<file path="src/hdl/lkvc_pkg.sv">
// Shared constants and types for the LRU key-value cache.
// No dependencies; every other file of the block imports this package.
package lkvc_pkg;

    localparam int WORD_W          = 32;
    localparam int CAP_W           = 5;
    localparam int MAX_ENTRIES_DEF = 16;
    localparam int KEY_BITS_DEF    = 32;

    localparam logic [CAP_W-1:0]  CAP_RESET  = 5'd16;
    localparam logic [WORD_W-1:0] MISS_VALUE = {WORD_W{1'b1}};

    localparam logic MODE_GET = 1'b0;
    localparam logic MODE_PUT = 1'b1;

    // Controller to datapath
    typedef struct packed {
        logic start;   // latch request, clear scan trackers
        logic rd_en;   // read one entry at the scan index
        logic update;  // commit the request and load the result register
    } t_lkvc_cmd;

    // Datapath to controller
    typedef struct packed {
        logic out_stall;  // result register full and not being taken
    } t_lkvc_sts;

endpackage

</file>
<file path="src/hdl/lkvc_if.sv">
// Valid/ready channel interfaces for requests and results.
// Depends on lkvc_pkg for the field widths.
interface lkvc_req_if import lkvc_pkg::*; ();
    logic                     valid;
    logic                     ready;
    logic                     mode;
    logic signed [WORD_W-1:0] key;
    logic signed [WORD_W-1:0] value;

    modport source (output valid, output mode, output key, output value, input ready);
    modport sink   (input valid, input mode, input key, input value, output ready);
endinterface

interface lkvc_rsp_if import lkvc_pkg::*; ();
    logic                     valid;
    logic                     ready;
    logic                     hit;
    logic signed [WORD_W-1:0] read_value;
    logic                     evicted;

    modport source (output valid, output hit, output read_value, output evicted, input ready);
    modport sink   (input valid, input hit, input read_value, input evicted, output ready);
endinterface

</file>
<file path="src/hdl/lkvc_ctrl.sv">
// Sequencer of the LRU cache: accept, scan every entry, drain, commit.
// Depends on lkvc_pkg for the command and status types.
module lkvc_ctrl import lkvc_pkg::*; #(
    parameter int MAX_ENTRIES = MAX_ENTRIES_DEF,
    parameter int IDX_W       = (MAX_ENTRIES > 1) ? $clog2(MAX_ENTRIES) : 1
) (
    input  logic             i_clk,
    input  logic             i_rst_n,
    input  logic             i_in_valid,
    output logic             o_in_ready,
    input  t_lkvc_sts        i_sts,
    output t_lkvc_cmd        o_cmd,
    output logic [IDX_W-1:0] o_rd_idx
);

    localparam logic [IDX_W-1:0] LAST_IDX = IDX_W'(MAX_ENTRIES - 1);

    typedef enum logic [3:0] {
        S_IDLE   = 4'b0001,
        S_SCAN   = 4'b0010,
        S_DRAIN  = 4'b0100,
        S_UPDATE = 4'b1000
    } t_state;

    t_state           r_state, n_state;
    logic [IDX_W-1:0] r_idx, n_idx;

    always_comb begin
        n_state    = r_state;
        n_idx      = r_idx;
        o_cmd      = '0;
        o_in_ready = 1'b0;
        case (r_state)
            S_IDLE: begin
                o_in_ready = 1'b1;
                if (i_in_valid) begin
                    o_cmd.start = 1'b1;
                    n_idx       = '0;
                    n_state     = S_SCAN;
                end
            end
            S_SCAN: begin
                o_cmd.rd_en = 1'b1;
                if (r_idx == LAST_IDX) begin
                    n_state = S_DRAIN;
                end else begin
                    n_idx = r_idx + IDX_W'(1);
                end
            end
            // last compare lands in the trackers
            S_DRAIN: begin
                n_state = S_UPDATE;
            end
            // hold until the result register can take the beat
            S_UPDATE: begin
                if (!i_sts.out_stall) begin
                    o_cmd.update = 1'b1;
                    n_state      = S_IDLE;
                end
            end
            default: begin
                n_state = S_IDLE;
            end
        endcase
    end

    assign o_rd_idx = r_idx;

    always_ff @(posedge i_clk) begin
        if (!i_rst_n) begin
            r_state <= S_IDLE;
            r_idx   <= '0;
        end else begin
            r_state <= n_state;
            r_idx   <= n_idx;
        end
    end

    a_start_scan: assert property (@(posedge i_clk) disable iff (!i_rst_n)
        (r_state == S_IDLE && i_in_valid) |=> (r_state == S_SCAN && r_idx == '0))
        else $error("accepted request did not start a scan at entry zero");

    a_scan_end: assert property (@(posedge i_clk) disable iff (!i_rst_n)
        (r_state == S_SCAN && r_idx == LAST_IDX) |=> (r_state == S_DRAIN))
        else $error("scan did not end after the last entry");

endmodule

</file>
<file path="src/hdl/lkvc_dp.sv">
// Datapath of the LRU cache: key/value memories, valid bits, age ranks,
// scan trackers, occupancy, capacity register and the result register.
// Depends on lkvc_pkg.
module lkvc_dp import lkvc_pkg::*; #(
    parameter int MAX_ENTRIES = MAX_ENTRIES_DEF,
    parameter int KEY_BITS    = KEY_BITS_DEF,
    parameter int IDX_W       = (MAX_ENTRIES > 1) ? $clog2(MAX_ENTRIES) : 1
) (
    input  logic                     i_clk,
    input  logic                     i_rst_n,
    input  t_lkvc_cmd                i_cmd,
    input  logic [IDX_W-1:0]         i_rd_idx,
    output t_lkvc_sts                o_sts,
    input  logic                     i_mode,
    input  logic signed [WORD_W-1:0] i_key,
    input  logic signed [WORD_W-1:0] i_value,
    input  logic                     i_cfg_we,
    input  logic [CAP_W-1:0]         i_cfg_wdata,
    output logic                     o_out_valid,
    input  logic                     i_out_ready,
    output logic                     o_hit,
    output logic signed [WORD_W-1:0] o_read_value,
    output logic                     o_evicted
);

    localparam int CMP_W  = (KEY_BITS < WORD_W) ? KEY_BITS : WORD_W;
    localparam int RANK_W = IDX_W;
    localparam int CNT_W  = $clog2(MAX_ENTRIES + 1);
    localparam int CW     = (CNT_W > CAP_W) ? CNT_W : CAP_W;

    // storage
    logic [CMP_W-1:0]       r_key_mem [MAX_ENTRIES];
    logic [WORD_W-1:0]      r_val_mem [MAX_ENTRIES];
    logic [MAX_ENTRIES-1:0] r_valid;
    logic [RANK_W-1:0]      r_rank [MAX_ENTRIES];
    logic [CNT_W-1:0]       r_occ;
    logic [CAP_W-1:0]       r_cap;

    // latched request
    logic              r_mode;
    logic [CMP_W-1:0]  r_key;
    logic [WORD_W-1:0] r_value;

    // read stage
    logic              r_q_vld;
    logic [IDX_W-1:0]  r_q_idx;
    logic [CMP_W-1:0]  r_rd_key;
    logic [WORD_W-1:0] r_rd_val;

    // scan trackers
    logic              r_found;
    logic [IDX_W-1:0]  r_found_idx;
    logic [WORD_W-1:0] r_found_val;
    logic [RANK_W-1:0] r_found_rank;
    logic              r_free_got;
    logic [IDX_W-1:0]  r_free_idx;
    logic              r_lru_got;
    logic [IDX_W-1:0]  r_lru_idx;
    logic [RANK_W-1:0] r_lru_rank;

    // result register
    logic              r_out_valid;
    logic              r_out_hit;
    logic [WORD_W-1:0] r_out_data;
    logic              r_out_evicted;

    // compare stage
    logic              q_valid;
    logic [RANK_W-1:0] q_rank;
    logic              q_match;

    // commit decisions
    logic [CW-1:0]     eff_cap;
    logic              below_cap;
    logic              do_touch;
    logic [IDX_W-1:0]  touch_idx;
    logic [RANK_W-1:0] touch_rank;
    logic              do_insert;
    logic              do_evict;
    logic              wr_en;
    logic [IDX_W-1:0]  wr_idx;
    logic [WORD_W-1:0] res_data;

    assign q_valid = r_valid[r_q_idx];
    assign q_rank  = r_rank[r_q_idx];
    assign q_match = r_q_vld && q_valid && (r_rd_key == r_key);

    always_comb begin
        // capacity zero acts as one, above the store size as the store size
        if (CW'(r_cap) == '0) begin
            eff_cap = CW'(1);
        end else if (CW'(r_cap) > CW'(MAX_ENTRIES)) begin
            eff_cap = CW'(MAX_ENTRIES);
        end else begin
            eff_cap = CW'(r_cap);
        end
    end

    assign below_cap  = CW'(r_occ) < eff_cap;
    assign do_insert  = (r_mode == MODE_PUT) && !r_found && below_cap && r_free_got;
    assign do_evict   = (r_mode == MODE_PUT) && !r_found && !below_cap && r_lru_got;
    assign do_touch   = r_found || do_evict;
    assign touch_idx  = r_found ? r_found_idx : r_lru_idx;
    assign touch_rank = r_found ? r_found_rank : r_lru_rank;
    assign wr_en      = (r_mode == MODE_PUT) && (r_found || do_insert || do_evict);
    assign wr_idx     = r_found ? r_found_idx : (do_insert ? r_free_idx : r_lru_idx);
    assign res_data   = (r_mode == MODE_PUT) ? r_value :
                        (r_found ? r_found_val : MISS_VALUE);

    // key/value memories: one read port for the scan, one write port at commit
    always_ff @(posedge i_clk) begin
        if (i_cmd.rd_en) begin
            r_rd_key <= r_key_mem[i_rd_idx];
            r_rd_val <= r_val_mem[i_rd_idx];
        end
        if (i_cmd.update && wr_en) begin
            r_key_mem[wr_idx] <= r_key;
            r_val_mem[wr_idx] <= r_value;
        end
    end

    always_ff @(posedge i_clk) begin
        if (i_cmd.start) begin
            r_mode  <= i_mode;
            r_key   <= i_key[CMP_W-1:0];
            r_value <= i_value;
        end
        r_q_idx <= i_rd_idx;
    end

    // trackers: first match, first free entry, first entry of highest rank
    always_ff @(posedge i_clk) begin
        if (!i_rst_n) begin
            r_q_vld    <= 1'b0;
            r_found    <= 1'b0;
            r_free_got <= 1'b0;
            r_lru_got  <= 1'b0;
        end else begin
            r_q_vld <= i_cmd.rd_en;
            if (i_cmd.start) begin
                r_found    <= 1'b0;
                r_free_got <= 1'b0;
                r_lru_got  <= 1'b0;
            end else if (r_q_vld) begin
                if (q_match && !r_found) begin
                    r_found <= 1'b1;
                end
                if (!q_valid && !r_free_got) begin
                    r_free_got <= 1'b1;
                end
                if (q_valid) begin
                    r_lru_got <= 1'b1;
                end
            end
        end
    end

    always_ff @(posedge i_clk) begin
        if (r_q_vld && !i_cmd.start) begin
            if (q_match && !r_found) begin
                r_found_idx  <= r_q_idx;
                r_found_val  <= r_rd_val;
                r_found_rank <= q_rank;
            end
            if (!q_valid && !r_free_got) begin
                r_free_idx <= r_q_idx;
            end
            if (q_valid && (!r_lru_got || q_rank > r_lru_rank)) begin
                r_lru_idx  <= r_q_idx;
                r_lru_rank <= q_rank;
            end
        end
    end

    // valid bits and age ranks, updated per entry at commit
    always_ff @(posedge i_clk) begin
        if (!i_rst_n) begin
            r_valid <= '0;
            for (int i = 0; i < MAX_ENTRIES; i++) begin
                r_rank[i] <= '0;
            end
        end else if (i_cmd.update) begin
            for (int i = 0; i < MAX_ENTRIES; i++) begin
                if (do_touch) begin
                    if (IDX_W'(i) == touch_idx) begin
                        r_rank[i] <= '0;
                    end else if (r_valid[i] && r_rank[i] < touch_rank) begin
                        r_rank[i] <= r_rank[i] + RANK_W'(1);
                    end
                end else if (do_insert) begin
                    if (IDX_W'(i) == r_free_idx) begin
                        r_rank[i]  <= '0;
                        r_valid[i] <= 1'b1;
                    end else if (r_valid[i]) begin
                        r_rank[i] <= r_rank[i] + RANK_W'(1);
                    end
                end
            end
        end
    end

    always_ff @(posedge i_clk) begin
        if (!i_rst_n) begin
            r_occ <= '0;
            r_cap <= CAP_RESET;
        end else begin
            if (i_cmd.update && do_insert) begin
                r_occ <= r_occ + CNT_W'(1);
            end
            if (i_cfg_we) begin
                r_cap <= i_cfg_wdata;
            end
        end
    end

    // result register: load at commit, drop when the beat is taken
    always_ff @(posedge i_clk) begin
        if (!i_rst_n) begin
            r_out_valid <= 1'b0;
        end else if (i_cmd.update) begin
            r_out_valid <= 1'b1;
        end else if (i_out_ready) begin
            r_out_valid <= 1'b0;
        end
    end

    always_ff @(posedge i_clk) begin
        if (i_cmd.update) begin
            r_out_hit     <= r_found;
            r_out_data    <= res_data;
            r_out_evicted <= do_evict;
        end
    end

    assign o_sts.out_stall = r_out_valid && !i_out_ready;
    assign o_out_valid     = r_out_valid;
    assign o_hit           = r_out_hit;
    assign o_read_value    = r_out_data;
    assign o_evicted       = r_out_evicted;

    a_occ_count: assert property (@(posedge i_clk) disable iff (!i_rst_n)
        $countones(r_valid) == int'(r_occ))
        else $error("occupancy does not match the number of valid entries");

    a_no_overwrite: assert property (@(posedge i_clk) disable iff (!i_rst_n)
        i_cmd.update |-> !(r_out_valid && !i_out_ready))
        else $error("commit while the result register is stalled");

    a_evict_keeps_occ: assert property (@(posedge i_clk) disable iff (!i_rst_n)
        (i_cmd.update && do_evict) |=> (r_occ == $past(r_occ)))
        else $error("eviction changed occupancy");

endmodule

</file>
<file path="src/hdl/lru_key_value_cache.sv">
// Top level of the LRU key-value cache: controller plus datapath.
// Depends on lkvc_pkg, lkvc_if, lkvc_ctrl and lkvc_dp.
//
//   channel   dir  handshake        payload
//   i_req     in   valid/ready      mode, key, value
//   o_rsp     out  valid/ready      hit, read_value, evicted
//   i_cfg     in   i_cfg_we only    i_cfg_wdata (capacity)
//
// A request goes through the accept, a scan that reads each entry in turn
// through the single read port of the key and value memories, a drain state
// for the last compare and the commit; the next accept follows the commit.
// The result beat appears in the cycle after the commit and waits in a
// register; the next request is accepted meanwhile, and only its commit
// holds while that beat is not taken. Reset is synchronous and active low,
// empties the store and sets the capacity to 16.
module lru_key_value_cache import lkvc_pkg::*; #(
    parameter int MAX_ENTRIES = MAX_ENTRIES_DEF,
    parameter int KEY_BITS    = KEY_BITS_DEF
) (
    input  logic             i_clk,
    input  logic             i_rst_n,
    lkvc_req_if.sink         i_req,
    lkvc_rsp_if.source       o_rsp,
    input  logic             i_cfg_we,
    input  logic [CAP_W-1:0] i_cfg_wdata
);

    localparam int IDX_W = (MAX_ENTRIES > 1) ? $clog2(MAX_ENTRIES) : 1;

    t_lkvc_cmd        cmd;
    t_lkvc_sts        sts;
    logic [IDX_W-1:0] rd_idx;

    lkvc_ctrl #(
        .MAX_ENTRIES (MAX_ENTRIES),
        .IDX_W       (IDX_W)
    ) u_ctrl (
        .i_clk      (i_clk),
        .i_rst_n    (i_rst_n),
        .i_in_valid (i_req.valid),
        .o_in_ready (i_req.ready),
        .i_sts      (sts),
        .o_cmd      (cmd),
        .o_rd_idx   (rd_idx)
    );

    lkvc_dp #(
        .MAX_ENTRIES (MAX_ENTRIES),
        .KEY_BITS    (KEY_BITS),
        .IDX_W       (IDX_W)
    ) u_dp (
        .i_clk        (i_clk),
        .i_rst_n      (i_rst_n),
        .i_cmd        (cmd),
        .i_rd_idx     (rd_idx),
        .o_sts        (sts),
        .i_mode       (i_req.mode),
        .i_key        (i_req.key),
        .i_value      (i_req.value),
        .i_cfg_we     (i_cfg_we),
        .i_cfg_wdata  (i_cfg_wdata),
        .o_out_valid  (o_rsp.valid),
        .i_out_ready  (o_rsp.ready),
        .o_hit        (o_rsp.hit),
        .o_read_value (o_rsp.read_value),
        .o_evicted    (o_rsp.evicted)
    );

endmodule

</file>
<file path="src/flat_wrapper.sv">
// flat-port wrapper written by rule: the top's interface ports become plain ports
module lru_key_value_cache_flat import lkvc_pkg::*;
#(
    parameter int MAX_ENTRIES = MAX_ENTRIES_DEF,
    parameter int KEY_BITS    = KEY_BITS_DEF
)
  (i_clk, i_rst_n, i_cfg_we, i_cfg_wdata, i_req_valid, i_req_mode, i_req_key, i_req_value, i_req_ready, o_rsp_valid, o_rsp_hit, o_rsp_read_value, o_rsp_evicted, o_rsp_ready);
  lkvc_req_if i_req_i ();
  lkvc_rsp_if o_rsp_i ();
  input  logic i_clk;
  input  logic i_rst_n;
  input  logic i_cfg_we;
  input  logic [CAP_W-1:0] i_cfg_wdata;
  input wire logic [$bits(i_req_i.valid)-1:0] i_req_valid;
  input wire logic [$bits(i_req_i.mode)-1:0] i_req_mode;
  input wire logic [$bits(i_req_i.key)-1:0] i_req_key;
  input wire logic [$bits(i_req_i.value)-1:0] i_req_value;
  output wire logic [$bits(i_req_i.ready)-1:0] i_req_ready;
  output wire logic [$bits(o_rsp_i.valid)-1:0] o_rsp_valid;
  output wire logic [$bits(o_rsp_i.hit)-1:0] o_rsp_hit;
  output wire logic [$bits(o_rsp_i.read_value)-1:0] o_rsp_read_value;
  output wire logic [$bits(o_rsp_i.evicted)-1:0] o_rsp_evicted;
  input wire logic [$bits(o_rsp_i.ready)-1:0] o_rsp_ready;
  assign i_req_i.valid = i_req_valid;
  assign i_req_i.mode = i_req_mode;
  assign i_req_i.key = i_req_key;
  assign i_req_i.value = i_req_value;
  assign i_req_ready = i_req_i.ready;
  assign o_rsp_valid = o_rsp_i.valid;
  assign o_rsp_hit = o_rsp_i.hit;
  assign o_rsp_read_value = o_rsp_i.read_value;
  assign o_rsp_evicted = o_rsp_i.evicted;
  assign o_rsp_i.ready = o_rsp_ready;
  lru_key_value_cache #(.MAX_ENTRIES(MAX_ENTRIES), .KEY_BITS(KEY_BITS)) u_core (.i_clk(i_clk), .i_rst_n(i_rst_n), .i_req(i_req_i), .o_rsp(o_rsp_i), .i_cfg_we(i_cfg_we), .i_cfg_wdata(i_cfg_wdata));
endmodule
</file>
<file path="config.mk">
export PLATFORM = sky130hd
export DESIGN_NAME = lru_key_value_cache_flat
export DESIGN_NICKNAME = d
export VERILOG_FILES = /design/src/hdl/lkvc_pkg.sv /design/src/hdl/lkvc_if.sv /design/src/hdl/lkvc_ctrl.sv /design/src/hdl/lkvc_dp.sv /design/src/hdl/lru_key_value_cache.sv /design/src/flat_wrapper.sv
export SDC_FILE = /design/constraint.sdc
export NUM_CORES = 1
export LEC_CHECK = 0
export BUFFER_PORTS_ARGS = -buffer_cell sky130_fd_sc_hd__buf_4
export CAP_MARGIN = 40
export CORE_AREA = 4 4 369 371
export CTS_BUF_LIST = sky130_fd_sc_hd__clkbuf_16
export DETAILED_ROUTE_END_ITERATION = 6
export DIE_AREA = 0 0 373 375
export SYNTH_ARGS = -nofsm -noshare
export SYNTH_HDL_FRONTEND = slang
export SYNTH_HIERARCHICAL = 1
export SYNTH_SLANG_ARGS = --single-unit
</file>
<file path="constraint.sdc">
create_clock -name i_clk -period 11.4 [get_ports i_clk]
set_clock_uncertainty 0.2 [all_clocks]
set_input_delay 0 -clock i_clk [delete_from_list [all_inputs] [get_ports i_clk]]
set_output_delay 0 -clock i_clk [all_outputs]
set_load 0.005 [all_outputs]
</file>
## Word level (Yosys, flattened, before mapping)

Memory sizes are Yosys's and may differ from the RTL's. A register that Yosys moved wholly into a read port is not among the register bits.
Index checks and enable logic that the tools add are counted.

- Flip-flop bits (word level): 194
- Bits in writable memories: 1,088
- Memories: 3
- Output and inout port bits: 36
- Logic and storage cells: 733
- Input port bits: 75

- $add $sub $neg: 18
- Order comparisons: 20
- Eq/ne operators: 40
- Bitwise gates (word level): 66
- Muxes and demuxes: 476
- Reductions and logical operators: 72

Memory list:

| name | depth | bits a word | read ports | clocked after Yosys merged registers in | wr ports | RTL line | source |
|---|---|---|---|---|---|---|---|
| u_core.u_dp.r_key_mem | 16 | 32 | 1 | 1 | 1 | lkvc_dp.sv:32 | `logic [CMP_W-1:0] r_key_mem [MAX_ENTRIES];` |
| u_core.u_dp.r_val_mem | 16 | 32 | 1 | 1 | 1 | lkvc_dp.sv:33 | `logic [WORD_W-1:0] r_val_mem [MAX_ENTRIES];` |
| u_core.u_dp.r_rank | 16 | 4 | 17 | 1 | 16 | lkvc_dp.sv:35 | `logic [RANK_W-1:0] r_rank [MAX_ENTRIES];` |

Operators with widths:

| cell | number |
|---|---|
| $mux 1 | 396 |
| $mux 4 | 73 |
| $add 4x1->4 const B | 17 |
| $eq 4x4->1 const A | 16 |
| $lt 4x4->1 | 16 |
| $mux 32 | 2 |
| $or 1x1->1 | 64 |
| $reduce_and 4->1 | 16 |
| $eq 3x4->1 const A | 8 |
| $eq 32x32->1 | 1 |
| $logic_and 1x1->1 | 31 |
| $eq 2x4->1 const A | 4 |
| $pmux 4 s4 | 1 |
| $reduce_and 2->1 | 6 |
| $mux 5 | 2 |
| $eq 1x4->1 const A | 2 |
| $eq 4x4->1 const B | 2 |
| $logic_not 4->1 | 2 |
| $ne 2x2->1 const B | 4 |
| $pmux 4 s2 | 1 |
| $logic_not 1->1 | 7 |
| $reduce_and 3->1 | 2 |
| $add 5x1->5 const B | 1 |
| $gt 5x5->1 const B | 1 |
| 12 further kinds | 17 |

## Longest topological paths before layout

Gate-level depths: netlist of run 1.

- Word-level depth: 16
- Depth in mapped cells: 11
- Mapped depth without buffers: 10

## Cells and area by module

Netlist of run 1, hierarchy kept.

By module, submodules not included:

| module | cells an instance | sequential area each (µm²) | area an instance (µm²) | times used |
|---|---|---|---|---|
| lkvc_dp | 2,463 | 39,828.2 | 52,487.8 | 1 |
| lkvc_ctrl | 47 | 160.2 | 425.4 | 1 |

## Least setup slack after synthesis of run 1

OpenSTA, ideal clock, no wires.

- Kind: reg2reg
- Start point: reg u_core.u_dp.r_out_valid, in the netlist u_core/u_dp/o_out_valid
- End point: mem u_core/u_dp/r_key_mem[11][0] (netlist bit), enable pin
- Setup slack: -181 ps
- Stages on the path, launching flop included: 6
- Data arrival time: 10,735 ps
- Setup time: 646 ps
- Data required time: 10,554 ps
- Clock period less this slack: 11,581 ps
- Buffers on the path: 0
- Path through: dfxtp_1 > nor2b_1 > nor4_1 > and2_1 > nand4b_1 > nor4_1

RTL lines:

| what | RTL line | source |
|---|---|---|
| start: declaration | lkvc_dp.sv:62 | `logic r_out_valid;` |
| start signal: assignment | lkvc_dp.sv:219 | `r_out_valid <= 1'b0;` |
| start signal: assignment | lkvc_dp.sv:221 | `r_out_valid <= 1'b1;` |
| start signal: assignment | lkvc_dp.sv:223 | `r_out_valid <= 1'b0;` |
| end: declaration | lkvc_dp.sv:32 |  |

## Worst setup path after layout of run 1

- Start point: reg u_core.u_dp.r_mode
- End point: mem u_core.u_dp.r_val_mem[9][28], enable pin

- Word-level cells in the longest chain between the ends: 9
- Elaborated cells between the ends (all ways): 13
- Classes of those cells: mux: 4; reduce/logical: 9

RTL lines:

| what | RTL line | source |
|---|---|---|
| start: declaration | lkvc_dp.sv:40 | `logic r_mode;` |
| start signal: assignment | lkvc_dp.sv:124 | `r_mode <= i_mode;` |
| $logic_and 1x1->1 | lkvc_dp.sv:100, lkvc_dp.sv:101 |  |
| $logic_and 1x1->1 (2 in a row) | lkvc_dp.sv:100 | `assign do_insert = (r_mode == MODE_PUT) && !r_found && below_cap && r_free_got;` |
| $logic_or 1x1->1 (2 in a row) | lkvc_dp.sv:105 | `assign wr_en = (r_mode == MODE_PUT) && (r_found \|\| do_insert \|\| do_evict);` |
| $logic_and 1x1->1 | lkvc_dp.sv:105 |  |
| $logic_and 1x1->1 | lkvc_dp.sv:116 | `if (i_cmd.update && wr_en) begin` |
| $mux 1 | lkvc_dp.sv:116 |  |
| $mux 1 (not written as such) | lkvc_dp.sv:118 | `r_val_mem[wr_idx] <= r_value;` |
| end: declaration | lkvc_dp.sv:33 |  |

Several ways; a longest one is shown, not always the timed one.

==> results of run 1 <==
synthesized netlist by cell type, types with 2 or more instances:
master,instances
buf_1,8
dfxtp_1,43
a21oi_1,69
mux4_1,7
a22oi_2,6
or2_2,3
a211oi_1,20
a32oi_2,4
nor2b_1,19
o22ai_1,2
o32a_1,3
nand3_1,33
clkbuf_1,63
and2_1,5
a22oi_1,3
o2111ai_1,17
a31oi_1,14
a21o_1,3
xnor2_1,29
nor4_1,27
o21ai_0,36
mux4_2,338
buf_6,2
o21a_1,4
ha_1,74
nor2_1,110
o21ai_1,7
a311oi_1,3
o211ai_1,2
nor3_1,10
nand2_1,35
edfxtp_1,1303
nand2b_1,22
xor2_1,40
and3b_1,3
buf_2,30
nand4_1,8
mux2i_1,11
inv_1,71
power by group through the flow:
stage / Clock (mW) / Combinational [mW] / Sequential [mW]
after CTS: 4.58 / 0.300 / 5.65
after detailed placement: 0 / 0.256 / 5.76
after global placement: 0 / 0.248 / 5.74
after global routing: 4.80 / 0.319 / 5.66
final: 4.47 / 0.294 / 5.65
after floorplan: 0 / 0.156 / 5.70
layer usage:
metal | share of wire | global-route usage
met1 | 0.43 | 0.2524
met2 | 0.49 | 0.2860
met3 | 0.064 | 0.03277
met4 | 0.017 | 0.04261
met5 | 0 | 0
worst min path at each step:
stage | end | startpoint
2_1_floorplan | u_core/u_dp/r_key[0] | i_req_key[0]
3_3_place_gp | u_core/u_dp/r_value[31] | i_req_value[31]
3_5_place_dp | u_core/u_dp/r_key[17] | i_req_key[17]
4_1_cts | u_core/u_dp/r_q_vld | i_rst_n
5_1_grt | u_core/u_dp/r_q_vld | i_rst_n
6_report | u_core/u_dp/r_q_vld | i_rst_n
logic make-up after synthesis:
family / after synthesis / synth area share
flops: 1346 / 0.7557
mux: 356 / 0.1494
simple gates: 282 / 0.02599
compound gates: 206 / 0.02632
buf+inv: 177 / 0.01362
fa+ha+maj: 74 / 0.01750
xor+xnor: 69 / 0.01142
cell usage in the layout (no fill, tap or decap), types with 5 or more instances in the layout:
master,netlist,final
clkinv_2,0,19
nor2_1,110,110
nor4_1,27,9
o21ai_0,36,36
clkinv_16,0,5
ha_1,74,74
o21ai_1,7,7
a31oi_1,14,14
nor3_1,10,9
xor2_1,40,40
nor2b_1,19,19
clkinv_1,1,20
a22oi_2,6,6
nand2_1,35,35
a21oi_1,69,69
dfxtp_1,43,39
a211oi_1,20,20
buf_12,0,7
dlygate4sd3_1,0,158
inv_6,0,5
nor4_2,0,17
nand3_1,33,33
inv_1,71,105
buf_16,0,10
edfxtp_1,1303,1303
nand2b_1,22,21
mux4_1,7,7
buf_4,0,166
o2111ai_1,17,17
clkbuf_16,0,144
bufinv_16,0,11
mux4_2,338,338
nand4_1,8,8
clkinvlp_4,0,6
xnor2_1,29,29
mux2i_1,11,7
layout make-up:
| class | instances | area share |
|---|---|---|
| clock buffer | 144 | 0.05749 |
| clock inverter | 105 | 0.01505 |
| inverter | 73 | 0.004431 |
| multi-input combinational | 987 | 0.1970 |
| sequential | 1346 | 0.6382 |
| tap | 1768 | 0.03529 |
| timing repair buffer | 345 | 0.05248 |
worst max-delay path, delay by kind of cell (launching register included):
kind / cells / cell delay, ns
flops: 1 / 0.32
mux: 1 / 0.36
compound gates: 3 / 0.84
buf+inv: 4 / 1.97
simple gates: 2 / 0.52
==> results.py, run 1 <==
metrics = {
    "timing": {
        "hold_viol_final": 0,
        "setup_tns_ns": 0,
        "final.setup.worst_slack_ns": 6.722,
        "finalSetupViolCount": 0,
        "slew_headroom": 0.2941,
        "slew_viol_final": 0,
        "hold_ws_ns": 0.08988,
        "period_needed_ns": 4.678,
        "fmax_mhz": 213.8,
        "rsz0062_at_grt": "false",
        "period_share": 0.4104,
        "tightest_slew_ns": 1.059,
    },
    "global_route": {
        "grt_pass1_vias": 27650,
        "grt_pass1_wl_mm": 184.8,
        "grt_overflow": 0,
        "grt_max_degree": 156,
        "track_usage": 0.1774,
        "antenna_found_initial": 2,
    },
    "clocking": {
        "cts_inserted_buffers": 142,
        "cts_setup_buffers": 0,
        "hold_buffers": 158,
        "clk_pin_slew_worst_paths_ns": 0.06,
        "cts_sinks": 1346,
        "cts_tree": "done",
        "cts-resized-gates": 0,
        "cts_htree_levels": 4,
        "cts_root_buf": "clkbuf_16",
        "cts_max_path_buffers": 3,
        "insertion_delay_ns": 0.77,
    },
    "placed_design": {
        "dp_hpwl_mm": 70.30,
        "placed_cells": 4358,
        "place_area_sq_mm": 0.05653,
        "dp_worst_setup_slack_ns": 6.703,
        "gp_congestion": 0.8604,
        "io_buffers": 110,
    },
    "layout": {
        "syn_to_final_growth_pct": 18.46,
        "drive_gt1_frac": 0.2573,
        "fin_util": 0.4714,
        "fin_nets": 3044,
        "antenna-diode-count": 0,
        "seq_area_sq_mm": 0.04000,
        "reg_top3": "u_core/u_dp/r_key_mem x512, u_core/u_dp/r_val_mem x512, u_core/u_dp/r_rank x64",
        "fillers": 10900,
        "finish.instance_area_sq_mm": 0.06268,
        "final_cell_count_no_fill": 4768,
        "multi_input_comb_area_sq_mm": 0.01235,
    },
    "power": {
        "power_mw": 10.42,
        "ir_drop_mv": 0.1386,
        "power_frac_seq": 0.543,
        "p_switching_mw": 2.180,
        "p_comb_frac": 0.028,
        "p_int_mw": 8.238,
        "p_sw_frac": 0.2093,
        "pwr-share-clk": 0.429,
        "powerDensity_mw_per_mm2": 166.2,
        "p_leak_nw": 19.82,
    },
    "critical_path": {
        "cp-start-kind": "register",
        "regToRegSetupSlack_ns": 6.72,
        "ff2ff_path_depth": 10,
        "r2r_end": "u_core/u_dp/r_val_mem[9][28]",
        "crit_end": "u_core/u_dp/r_val_mem[9][28]",
        "reg2reg_from": "u_core/u_dp/r_mode",
        "critPathCaptureType": "register",
        "slowest_delay_ns": 0.66,
        "cp_max_fo": 38,
        "crit_arrival_ns": 4.87,
        "cp.required_ns": 11.59,
        "timing.critical_path.from": "u_core/u_dp/r_mode",
        "path_common_cell": "buf_4",
        "path_cells": "buf_4, nor2b_1, o2111ai_1, a21oi_1, mux2i_1, o21ai_1, buf_4, nor4_2, buf_4, buf_4",
        "path_class": "reg2reg",
        "cp_slowest_cell": "buf_4",
    },
    "die": {
        "initial_core_util": 0.3980,
        "rows": 134,
        "io-pin-count": 111,
        "die-area_sq_mm": 0.1399,
        "core_area_sq_mm": 0.1330,
        "die_w_um": 373,
        "die_h_um": 375,
    },
    "yosys": {
        "synth-edff-count": 1303,
        "syn_inst": 2510,
        "syn_nets": 2659,
        "yosysTopAreaCell": "edfxtp_1",
        "netlist.area_leader.share": 0.7395,
        "synth_area_leaders": "edfxtp_1 (74%), mux4_2 (14%), ha_1 (1.7%)",
        "ys_seq_area_frac": 0.7557,
        "async_flop_share": 0,
        "syn-cell-area_sq_mm": 0.05291,
        "ys_warn_count": 6,
        "synth_ff_type": "edfxtp_1",
        "ys_types": 62,
        "syn_avg_cell_area_sq_um": 21.08,
        "synth.ff_latch_count": 1346,
    },
    "route": {
        "drt_pre_antenna_iters": 7,
        "viasPerCell": 5.564,
        "routed_wl_mm": 124.6,
        "final_antenna_net_count": 0,
        "vias": 26530,
        "first_iter_violations": 2563,
        "drcViolationCount": 1,
        "wl_per_cell_um": 26.13,
    },
    "status": {
        "outcome": "finished with violations",
        "violations": "design-rule violations",
    },
    "job": {
        "maxCapViolations": 0,
    },
    "worst_hold_path": {
        "hold_class": "in2reg",
        "hold_depth": 3,
    },
}
Note: power is estimated with default switching activity, not from simulation.
==> run 2, diff against run 1 <==
==> constraint.sdc (replaced) <==
create_clock -name i_clk -period 4.13 [get_ports i_clk]
set_clock_uncertainty 0.2 [all_clocks]
set_input_delay 0 -clock i_clk [delete_from_list [all_inputs] [get_ports i_clk]]
set_output_delay 0 -clock i_clk [all_outputs]
set_load 0.005 [all_outputs]
==> results.py, run 2 (synthesis results as in run 1) <==
metrics = {
    "critical_path": {
        "path_common_cell": "buf_4",
        "reg2reg_from": "u_core/u_dp/r_cap[4]",
        "cp_top_family": "simple AND/OR/NAND/NOR gates",
        "critPathCaptureType": "register",
        "cp-start-kind": "register",
        "r2r_end": "u_core/u_dp/r_val_mem[13][24]",
        "crit_arrival_ns": 4.20,
        "cp.required_ns": 4.37,
        "regToRegSetupSlack_ns": 0.17,
        "worst-path-buf-inv": 3,
        "ff2ff_path_depth": 11,
        "cp_slowest_cell": "nor4_4",
        "slowest_delay_ns": 0.78,
        "path_cells": "inv_1, nand2_1, ha_1, nand4_1, a21oi_2, a2111oi_4, o21ai_0, nand4b_1, buf_4, nor4_4, buf_4",
        "cp_max_fo": 10,
        "path_class": "reg2reg",
    },
    "timing": {
        "hold_ws_ns": 0.08149,
        "rsz0062_at_grt": "false",
        "hold_viol_final": 0,
        "tightest_slew_ns": 0.8876,
        "period_needed_ns": 3.956,
        "finalSetupViolCount": 0,
        "period_share": 0.9579,
        "slew_viol_final": 0,
        "fmax_mhz": 252.8,
        "slew_headroom": 0.4061,
    },
    "global_route": {
        "grt_overflow": 0,
        "antenna_found_initial": 4,
        "grt_max_degree": 65,
        "grt_pass1_wl_mm": 189.9,
        "grt_pass1_vias": 27780,
        "track_usage": 0.1834,
    },
    "die": {
        "die_w_um": 373,
        "die-area_sq_mm": 0.1399,
        "core_area_sq_mm": 0.1330,
        "io-pin-count": 111,
        "rows": 134,
        "initial_core_util": 0.3980,
        "die_h_um": 375,
    },
    "layout": {
        "fillers": 10810,
        "syn_to_final_growth_pct": 19.39,
        "finish.instance_area_sq_mm": 0.06318,
        "reg_top3": "u_core/u_dp/r_key_mem x512, u_core/u_dp/r_val_mem x512, u_core/u_dp/r_rank x64",
        "final_common_cell": "edfxtp_1",
        "drive_gt1_frac": 0.2621,
        "layout_common_cells": "edfxtp_1 (1303), mux4_2 (338), buf_4 (174)",
        "fin_nets": 3072,
    },
    "clocking": {
        "cts_htree_levels": 4,
        "cts_inserted_buffers": 143,
        "cts_max_path_buffers": 3,
        "insertion_delay_ns": 0.76,
        "cts_tree": "done",
        "cts_root_buf": "clkbuf_16",
        "clk_pin_slew_worst_paths_ns": 0.06,
        "cts_sinks": 1346,
    },
    "worst_hold_path": {
        "hold_depth": 4,
        "hold_end": "u_core/u_ctrl/o_rd_idx[1]",
        "hold_class": "in2reg",
        "worstHoldStart": "i_req_valid",
    },
    "placed_design": {
        "dp_hpwl_mm": 73.28,
        "io_buffers": 110,
        "place_area_sq_mm": 0.05708,
        "gp_congestion": 0.8565,
    },
    "power": {
        "power_mw": 28.67,
        "p_leak_nw": 20.01,
        "ir_drop_mv": 0.3603,
        "powerDensity_mw_per_mm2": 453.8,
    },
    "route": {
        "drt_pre_antenna_iters": 7,
        "viasPerCell": 5.552,
        "first_iter_violations": 2720,
        "wl_per_cell_um": 26.83,
        "drcViolationCount": 0,
        "vias": 26660,
        "final_antenna_net_count": 0,
        "routed_wl_mm": 128.8,
    },
    "job": {
        "maxCapViolations": 0,
    },
    "status": {
        "outcome": "finished, final reports clean",
    },
}
run 2: changes by cell type in the layout (fill, tap and decap cells not counted), sizes merged:
cell      before  now
clkinvlp       6    2
clkinv        48   60
clkbuf       144  145
bufinv        11    8
buf          187  214
diode          0    1
run 2: timing repair:
action | 4_1_cts | 5_1_grt
setup endpoints to repair | 15 | 1
pin swaps | 0 | 1
gates resized for setup | 1 | 0
hold endpoints to repair | 191 | 0
hold buffers | 158 | 0
buffers inserted | 0 | 0
run 2: worst max path at each step:
stage / startpoint / endpoint / slack (ns) / depth (start not counted)
2_1_floorplan: u_core/u_ctrl/r_state[0] / u_core/u_dp/r_key_mem[11][0] / -1.46 / 5
4_1_cts: u_core/u_dp/r_cap[4] / u_core/u_dp/r_val_mem[13][23] / 0.19 / 11
6_report: u_core/u_dp/r_cap[4] / u_core/u_dp/r_val_mem[13][24] / 0.17 / 11
3_5_place_dp: u_core/u_dp/r_key[27] / u_core/u_dp/r_found_val[27] / -0.004 / 7
5_1_grt: u_core/u_dp/r_cap[4] / u_core/u_dp/r_key_mem[14][5] / 0.03 / 11
3_3_place_gp: u_core/u_dp/r_key[27] / u_core/u_dp/r_found_val[27] / 0.01 / 7
run 2: per-layer routing:
layer	track usage	up-vias	part of all wire	routed length [um]
met4	0.05328	2	0.023	3008
met2	0.3009	957	0.49	63320
met5	0	-	0.00010	13
met3	0.03909	191	0.067	8677
met1	0.2487	14250	0.42	53830
li1	-	11260	-	-
run 2: report_power, final:
part | switching [mW] | internal [mW]
combinational | 0.447 | 0.429
clock | 5.27 | 6.92
sequential | 0.338 | 15.3
run 2: cell type report:
cell class	instances	area, sq um	area share
Timing Repair Buffer	372	3687	0.05837
Clock buffer	145	3628	0.05743
Clock inverter	110	872.1	0.01380
Sequential cell	1346	40010	0.6332
Inverter	73	277.8	0.004397
Antenna cell	1	2.502	0.00003961
Tap cell	1768	2212	0.03502
Multi-Input combinational cell	987	12490	0.1977
run 2: per-stage QoR:
stage	cells	setup TNS [ns]	util	setup WS (ns)
6_report	4802	0	0.4752	0.1737
5_1_grt	4801	0	0.4751	0.02538
3_5_place_dp	4388	-0.02759	0.4294	-0.003926
3_3_place_gp	4381	0	0.4288	0.01013
2_1_floorplan	2510	-1399.93	-	-1.459
4_1_cts	4801	0	0.4751	0.1850
run 2: worst register-to-register path: cells and delay by family, from the launching register on:
kind                     cells  cell delay (ns)
adder cells (fa/ha/maj)      1             0.32
AND/OR/NAND/NOR              4             1.25
AO/OA/AOI/OAI                3             0.85
buffers and inverters        3             0.71
flip-flops                   1             0.31
